File: src/sv/tsd_pkg.sv
// shared types and constants of the task slot dispatcher
`default_nettype none
package tsd_pkg;

  localparam int TASK_SLOTS_DEF  = 8;
  localparam int MAX_CLIENTS_DEF = 16;

  localparam int CIDX_W = 8;
  localparam int MASK_W = 16;

  localparam logic [7:0]  CAP_RESET = 8'd4;
  localparam logic [31:0] MS_PER_S  = 32'd1000;
  // ceil(2^41 / 1000), exact quotient for any 32-bit dividend
  localparam logic [31:0] RECIP_MS  = 32'd2199023256;
  localparam int          RECIP_SH  = 41;

  typedef enum logic [1:0] {
    RC_OK     = 2'd0,
    RC_CHANGE = 2'd1,
    RC_WAIT   = 2'd2,
    RC_FULL   = 2'd3
  } reply_t;

  typedef struct packed {
    logic        req_type;
    logic [15:0] client_id;
    logic [3:0]  task_index;
    logic [31:0] now_ms;
  } in_t;

  typedef struct packed {
    logic [1:0]  reply_code;
    logic [3:0]  granted_task;
    logic        close_matched;
    logic [22:0] run_seconds;
  } out_t;

  // search token travelling along the client cells
  typedef struct packed {
    logic              act;
    logic [15:0]       key;
    logic              hit;
    logic [CIDX_W-1:0] hit_idx;
    logic [MASK_W-1:0] done;
    logic              free_found;
    logic [CIDX_W-1:0] free_idx;
  } tok_t;

  // entry write broadcast to the cells
  typedef struct packed {
    logic              en;
    logic [CIDX_W-1:0] idx;
    logic [15:0]       key;
    logic [MASK_W-1:0] done;
  } cwr_t;

endpackage
`default_nettype wire

File: src/sv/tsd_cell.sv
// one client table entry, passing the search token to its neighbour
`default_nettype none
module tsd_cell #(
  parameter int MY_IDX = 0,
  parameter int TASK_SLOTS = tsd_pkg::TASK_SLOTS_DEF
) (
  input  wire logic          clk,
  input  wire logic          rst_n,
  input  wire tsd_pkg::tok_t tok_in,
  input  wire tsd_pkg::cwr_t wr,
  output tsd_pkg::tok_t      tok_out
);

  localparam logic [tsd_pkg::CIDX_W-1:0] ME = tsd_pkg::CIDX_W'(MY_IDX);

  logic                    valid_r;
  logic [15:0]             key_r;
  logic [TASK_SLOTS-1:0]   done_r;
  tsd_pkg::tok_t           tok_r, tok_nxt;

  always_comb begin
    tok_nxt = tok_in;
    if (tok_in.act) begin
      if (!tok_in.hit && valid_r && key_r == tok_in.key) begin
        tok_nxt.hit     = 1'b1;
        tok_nxt.hit_idx = ME;
        tok_nxt.done    = tsd_pkg::MASK_W'(done_r);
      end
      if (!tok_in.free_found && !valid_r) begin
        tok_nxt.free_found = 1'b1;
        tok_nxt.free_idx   = ME;
      end
    end
  end

  always_ff @(posedge clk) begin
    if (!rst_n) begin
      valid_r     <= 1'b0;
      tok_r.act   <= 1'b0;
    end else begin
      tok_r.act <= tok_nxt.act;
      if (wr.en && wr.idx == ME) begin
        valid_r <= 1'b1;
      end
    end
    tok_r.key        <= tok_nxt.key;
    tok_r.hit        <= tok_nxt.hit;
    tok_r.hit_idx    <= tok_nxt.hit_idx;
    tok_r.done       <= tok_nxt.done;
    tok_r.free_found <= tok_nxt.free_found;
    tok_r.free_idx   <= tok_nxt.free_idx;
    if (wr.en && wr.idx == ME) begin
      key_r  <= wr.key;
      done_r <= wr.done[TASK_SLOTS-1:0];
    end
  end

  assign tok_out = tok_r;

endmodule
`default_nettype wire

File: config.mk
export PLATFORM = sky130hd
export DESIGN_NAME = tsd_cell
export DESIGN_NICKNAME = d
export VERILOG_FILES = /design/src/sv/tsd_pkg.sv /design/src/sv/tsd_cell.sv
export SDC_FILE = /design/constraint.sdc
export NUM_CORES = 1
export LEC_CHECK = 0
export BUFFER_PORTS_ARGS = -buffer_cell sky130_fd_sc_hd__buf_4
export CAP_MARGIN = 10
export CORE_MARGIN = 2
export CORE_UTILIZATION = 40
export DETAILED_ROUTE_END_ITERATION = 10
export GPL_TIMING_DRIVEN = 1
export PLACE_DENSITY = 0.81
export SYNTH_ARGS = -nofsm -noshare
export SYNTH_HDL_FRONTEND = slang
export SYNTH_SLANG_ARGS = --single-unit
export TNS_END_PERCENT = 20
File: constraint.sdc
create_clock -name clk -period 8.4 [get_ports clk]
set_input_delay 0.42 -clock clk [delete_from_list [all_inputs] [get_ports clk]]
set_output_delay 0.42 -clock clk [all_outputs]
set_load 0.1 [all_outputs]
# Yosys cells after proc, flatten, opt, wreduce, memory -nomap -nowiden
# Index checks and enable logic that the tools add are counted.
op_classes:
  eq_ne: 1
  n_mux: 3
  n_reduce_logical: 8
ops:
  columns: ["operator", "count"]
  rows:
  - ["34-bit two-way mux", 1]
  - ["25-bit two-way mux", 1]
  - ["16-bit == test", 1]
  - ["9-bit two-way mux", 1]
  - ["8-bit logical NOT", 1]
  - ["1-bit logical AND", 4]
  - ["1-bit logical NOT", 3]
totals:
  register_bits: 76
  in_bits: 94
  out_inout_bits: 51
  word_cells: 22

# Logic depth before layout (Yosys ltp)
logic_depth:
  depth_word: 5
  depth_mapped: 6
  depth_no_buf: 5

# Worst setup path after synthesis
# Ideal clock, no wire load.
synth_timing:
  path_type: "input-to-reg"
  from: "input port wr[34] (netlist bit)"
  to: "register done_r[0], enable pin"
  setup_ns: 0.472
  arrival_ns: 3.161
  t_required_ns: 7.928
  slack_ns: 4.768
  cell_stages: 3
  path_buffers: 0
  path_cell_list: "nor4_1 > nand3b_1 > nor4_1"
synth_via:
  elab_chain_len: 2
synth_rtl:
  columns: ["item", "line", "text"]
  rows:
  - ["start: declaration", "tsd_cell.sv:10", "input wire tsd_pkg::cwr_t wr,"]
  - ["8-bit logical NOT", "tsd_cell.sv:52", "if (wr.en && wr.idx == ME) begin"]
  - ["1-bit logical AND", "tsd_cell.sv:52", null]
  - ["end signal: assignment", "tsd_cell.sv:54", "done_r <= wr.done[TASK_SLOTS-1:0];"]
  - ["end: declaration", "tsd_cell.sv:18", "logic [TASK_SLOTS-1:0] done_r;"]
# Every way passes these cells.
# A chain may end at the register's enable or synchronous reset.

==> out/metrics.yaml <==
status: "finished, final reports clean"
finalWeightedCongestion: 0.660
sum_of_overflow_across_all_layers_after_global_routing: 0
required_ns: 8.62
grt_pass1_wl_um: 6820
p_per_area_nw_per_um2: 233
peakVddDrop_mv: 0.122
number_of_vias_in_the_routed_layout: 1554
tns_ns: 0
totalPowerFinal_mw: 0.838
starting_utilization_of_the_core_area: 0.413
wirelength_um: 4530
die_y_um: 79.4
port_buffers: 136
post-route-period-util: 0.268
timing.clock.skew_ns: 0.00703
drt.antenna.violating_nets: 0
grt_start_max_net_pins: 26
tritoncts: "yes"
first_global_vias: 1620
cts-root-buf: "sky130_fd_sc_hd__clkbuf_8"
post_cts.repair.setup_buffers: 0
final_core_util: 0.654
design.die.area_sq_um: 6310
chipWidth_um: 79.4
ys.warnings.count: 0
worstMarginPinSlew_ns: 0.485
slew_hr: 0.675
hold_viol: 0
finalWorstPathRequiredPeriod_ns: 2.25
synth-seq-area-share: 0.774
most-common-layout-cells: "138 x sky130_fd_sc_hd__buf_4, 52 x sky130_fd_sc_hd__dfxtp_1, 24 x sky130_fd_sc_hd__nor2b_1, 24 x sky130_fd_sc_hd__edfxtp_1, 15 x sky130_fd_sc_hd__xnor2_1"
crit_type: "register to register"
routed_wire_length_per_instance_um: 12.4
crit_arrival_ns: 2.47
numClockSinks: 76
finalWorstSetupSlack_ns: 6.15
netlist_area_sq_um: 2270
layout.cell_area.non_filler_sq_um: 3600
area_growth_pct: 58.4
grt_use_total: 0.147
clkLatencyLatePin_ns: 0.33
ys_ff_latch: 76
post_cts_hold_buffer_count: 0
grt_setup_unrepaired: "no"
detailedRoute.firstIterationViolations: 39
dr.pass1.iters: 4
dpl.hpwl_um: 3350
yosysUniqueCellTypes: 21
finalHoldWorstSlack_ns: 0.201
grt_antenna_before_repair: 0
num_cts_buffers: 9
worst_setup_hold_path_clk_slew_ns: 0.08
endpoints_failing_setup: 0
post_cts_resize_count: 0
post_dp_cell_area_sq_um: 3390
clock_tree.htree_level_count: 3
floorplan.rows: 27
drc: 0
dp_cells: 350
max_clock_freq_ghz: 0.445
worst_setup_path_start_kind: "register"
cells_after_synthesis: 142
hold_wc_path_type: "input port to register"
mappedNetlistNets: 236
final-instance-count-excl-fill: 366
via_count_normalized_by_instance_count: 4.25
crit_path_max_fanout: 25
max_cap_violations: 0
nets: 383
core_area_sq_um: 5510
post_synth.cell_area_avg_sq_um: 16.0
clockBufferDepth: 2
layout_commonest_cell: "sky130_fd_sc_hd__buf_4"
critPathCaptureType: "register"
n_antenna_cell: 0
final_max_slew_viol_count: 0
total_leakage_power_nw: 1.60
floorplan.io_pins: 145
drive_above_1_share: 0.554
pre_cts_slack_ns: 5.95
==> path summary, 6_finish.rpt <==
kind	startpoint	to	slack, ns	cells after the start
max reg2reg	key_r[6]	tok_out[13]	6.15	6
min	tok_in[35]	tok_out[35]	0.20	1
max	key_r[6]	tok_out[13]	6.15	6
min reg2reg	done_r[6]	tok_out[15]	0.46	1
==> layer usage <==
| layer | up-vias | GRT usage | part of all wire |
|---|---|---|---|
| met5 | - | 0 | 0 |
| met4 | 0 | 0.0759 | 0.020 |
| met3 | 10 | 0.0713 | 0.097 |
| met2 | 81 | 0.253 | 0.52 |
| met1 | 689 | 0.146 | 0.36 |
| li1 | 774 | - | - |
==> sequential cells by signal (all words and copies together), names as in the netlist <==
| name | cells |
|---|---|
| tok_out | 51 |
| done_r | 8 |
| valid_r | 1 |
| key_r | 16 |
==> final cells by class <==
class / instances / area, sq um
Fill cell: 420 / 1900
Sequential cell: 76 / 1760
Timing Repair Buffer: 138 / 1040
Multi-Input combinational cell: 64 / 503
Clock buffer: 12 / 188
Tap cell: 72 / 90.1
Clock inverter: 4 / 23.8
==> synth_stat cells <==
| cell | count | share of area |
|---|---|---|
| sky130_fd_sc_hd__mux2_2 | 5 | 0.025 |
| sky130_fd_sc_hd__nand2_1 | 1 | 0.0016 |
| sky130_fd_sc_hd__xor2_1 | 1 | 0.0039 |
| sky130_fd_sc_hd__mux2_1 | 3 | 0.015 |
| sky130_fd_sc_hd__or4_4 | 1 | 0.0050 |
| sky130_fd_sc_hd__nor2_1 | 1 | 0.0016 |
| sky130_fd_sc_hd__o21a_1 | 1 | 0.0033 |
| sky130_fd_sc_hd__buf_6 | 1 | 0.0050 |
| sky130_fd_sc_hd__nand4_1 | 3 | 0.0083 |
| sky130_fd_sc_hd__nand2b_1 | 2 | 0.0055 |
| sky130_fd_sc_hd__or2_2 | 1 | 0.0028 |
| sky130_fd_sc_hd__buf_2 | 1 | 0.0022 |
| sky130_fd_sc_hd__edfxtp_1 | 24 | 0.32 |
| sky130_fd_sc_hd__xnor2_1 | 15 | 0.058 |
| sky130_fd_sc_hd__dfxtp_1 | 52 | 0.46 |
| sky130_fd_sc_hd__nor4_4 | 1 | 0.0094 |
| sky130_fd_sc_hd__nor2b_1 | 24 | 0.066 |
| sky130_fd_sc_hd__and2_1 | 1 | 0.0028 |
| sky130_fd_sc_hd__nor4_1 | 2 | 0.0055 |
| sky130_fd_sc_hd__nand3b_1 | 1 | 0.0033 |
| sky130_fd_sc_hd__nand3_1 | 1 | 0.0022 |
==> power breakdown <==
group / internal [mW] / switching, mW / leakage, nW
combinational: 0.0488 / 0.115 / 0.831
sequential: 0.392 / 0.00355 / 0.654
clock: 0.151 / 0.128 / 0.114
==> critical path, stage by stage, from the launching register on <==
cell and delay [ns]:
sky130_fd_sc_hd__edfxtp_1 0.38, sky130_fd_sc_hd__xnor2_1 0.15, sky130_fd_sc_hd__nand4_1 0.11, sky130_fd_sc_hd__or4_4 0.54, sky130_fd_sc_hd__nor4_4 0.25, sky130_fd_sc_hd__buf_4 0.33
sky130_fd_sc_hd__mux2_2 0.37
==> cells by family (layout without fill, tap and decap cells) <==
family                 count (synthesis)  in the layout  synth area share
AND/OR/NAND/NOR                       39             39             0.114
XOR/XNOR                              16             16            0.0616
flip-flops                            76             76             0.774
buffers and inverters                  2            154           0.00715
multiplexers                           8              8            0.0396
AO/OA/AOI/OAI                          1              1           0.00330
No activity file was read; power rests on OpenSTA's default activity.
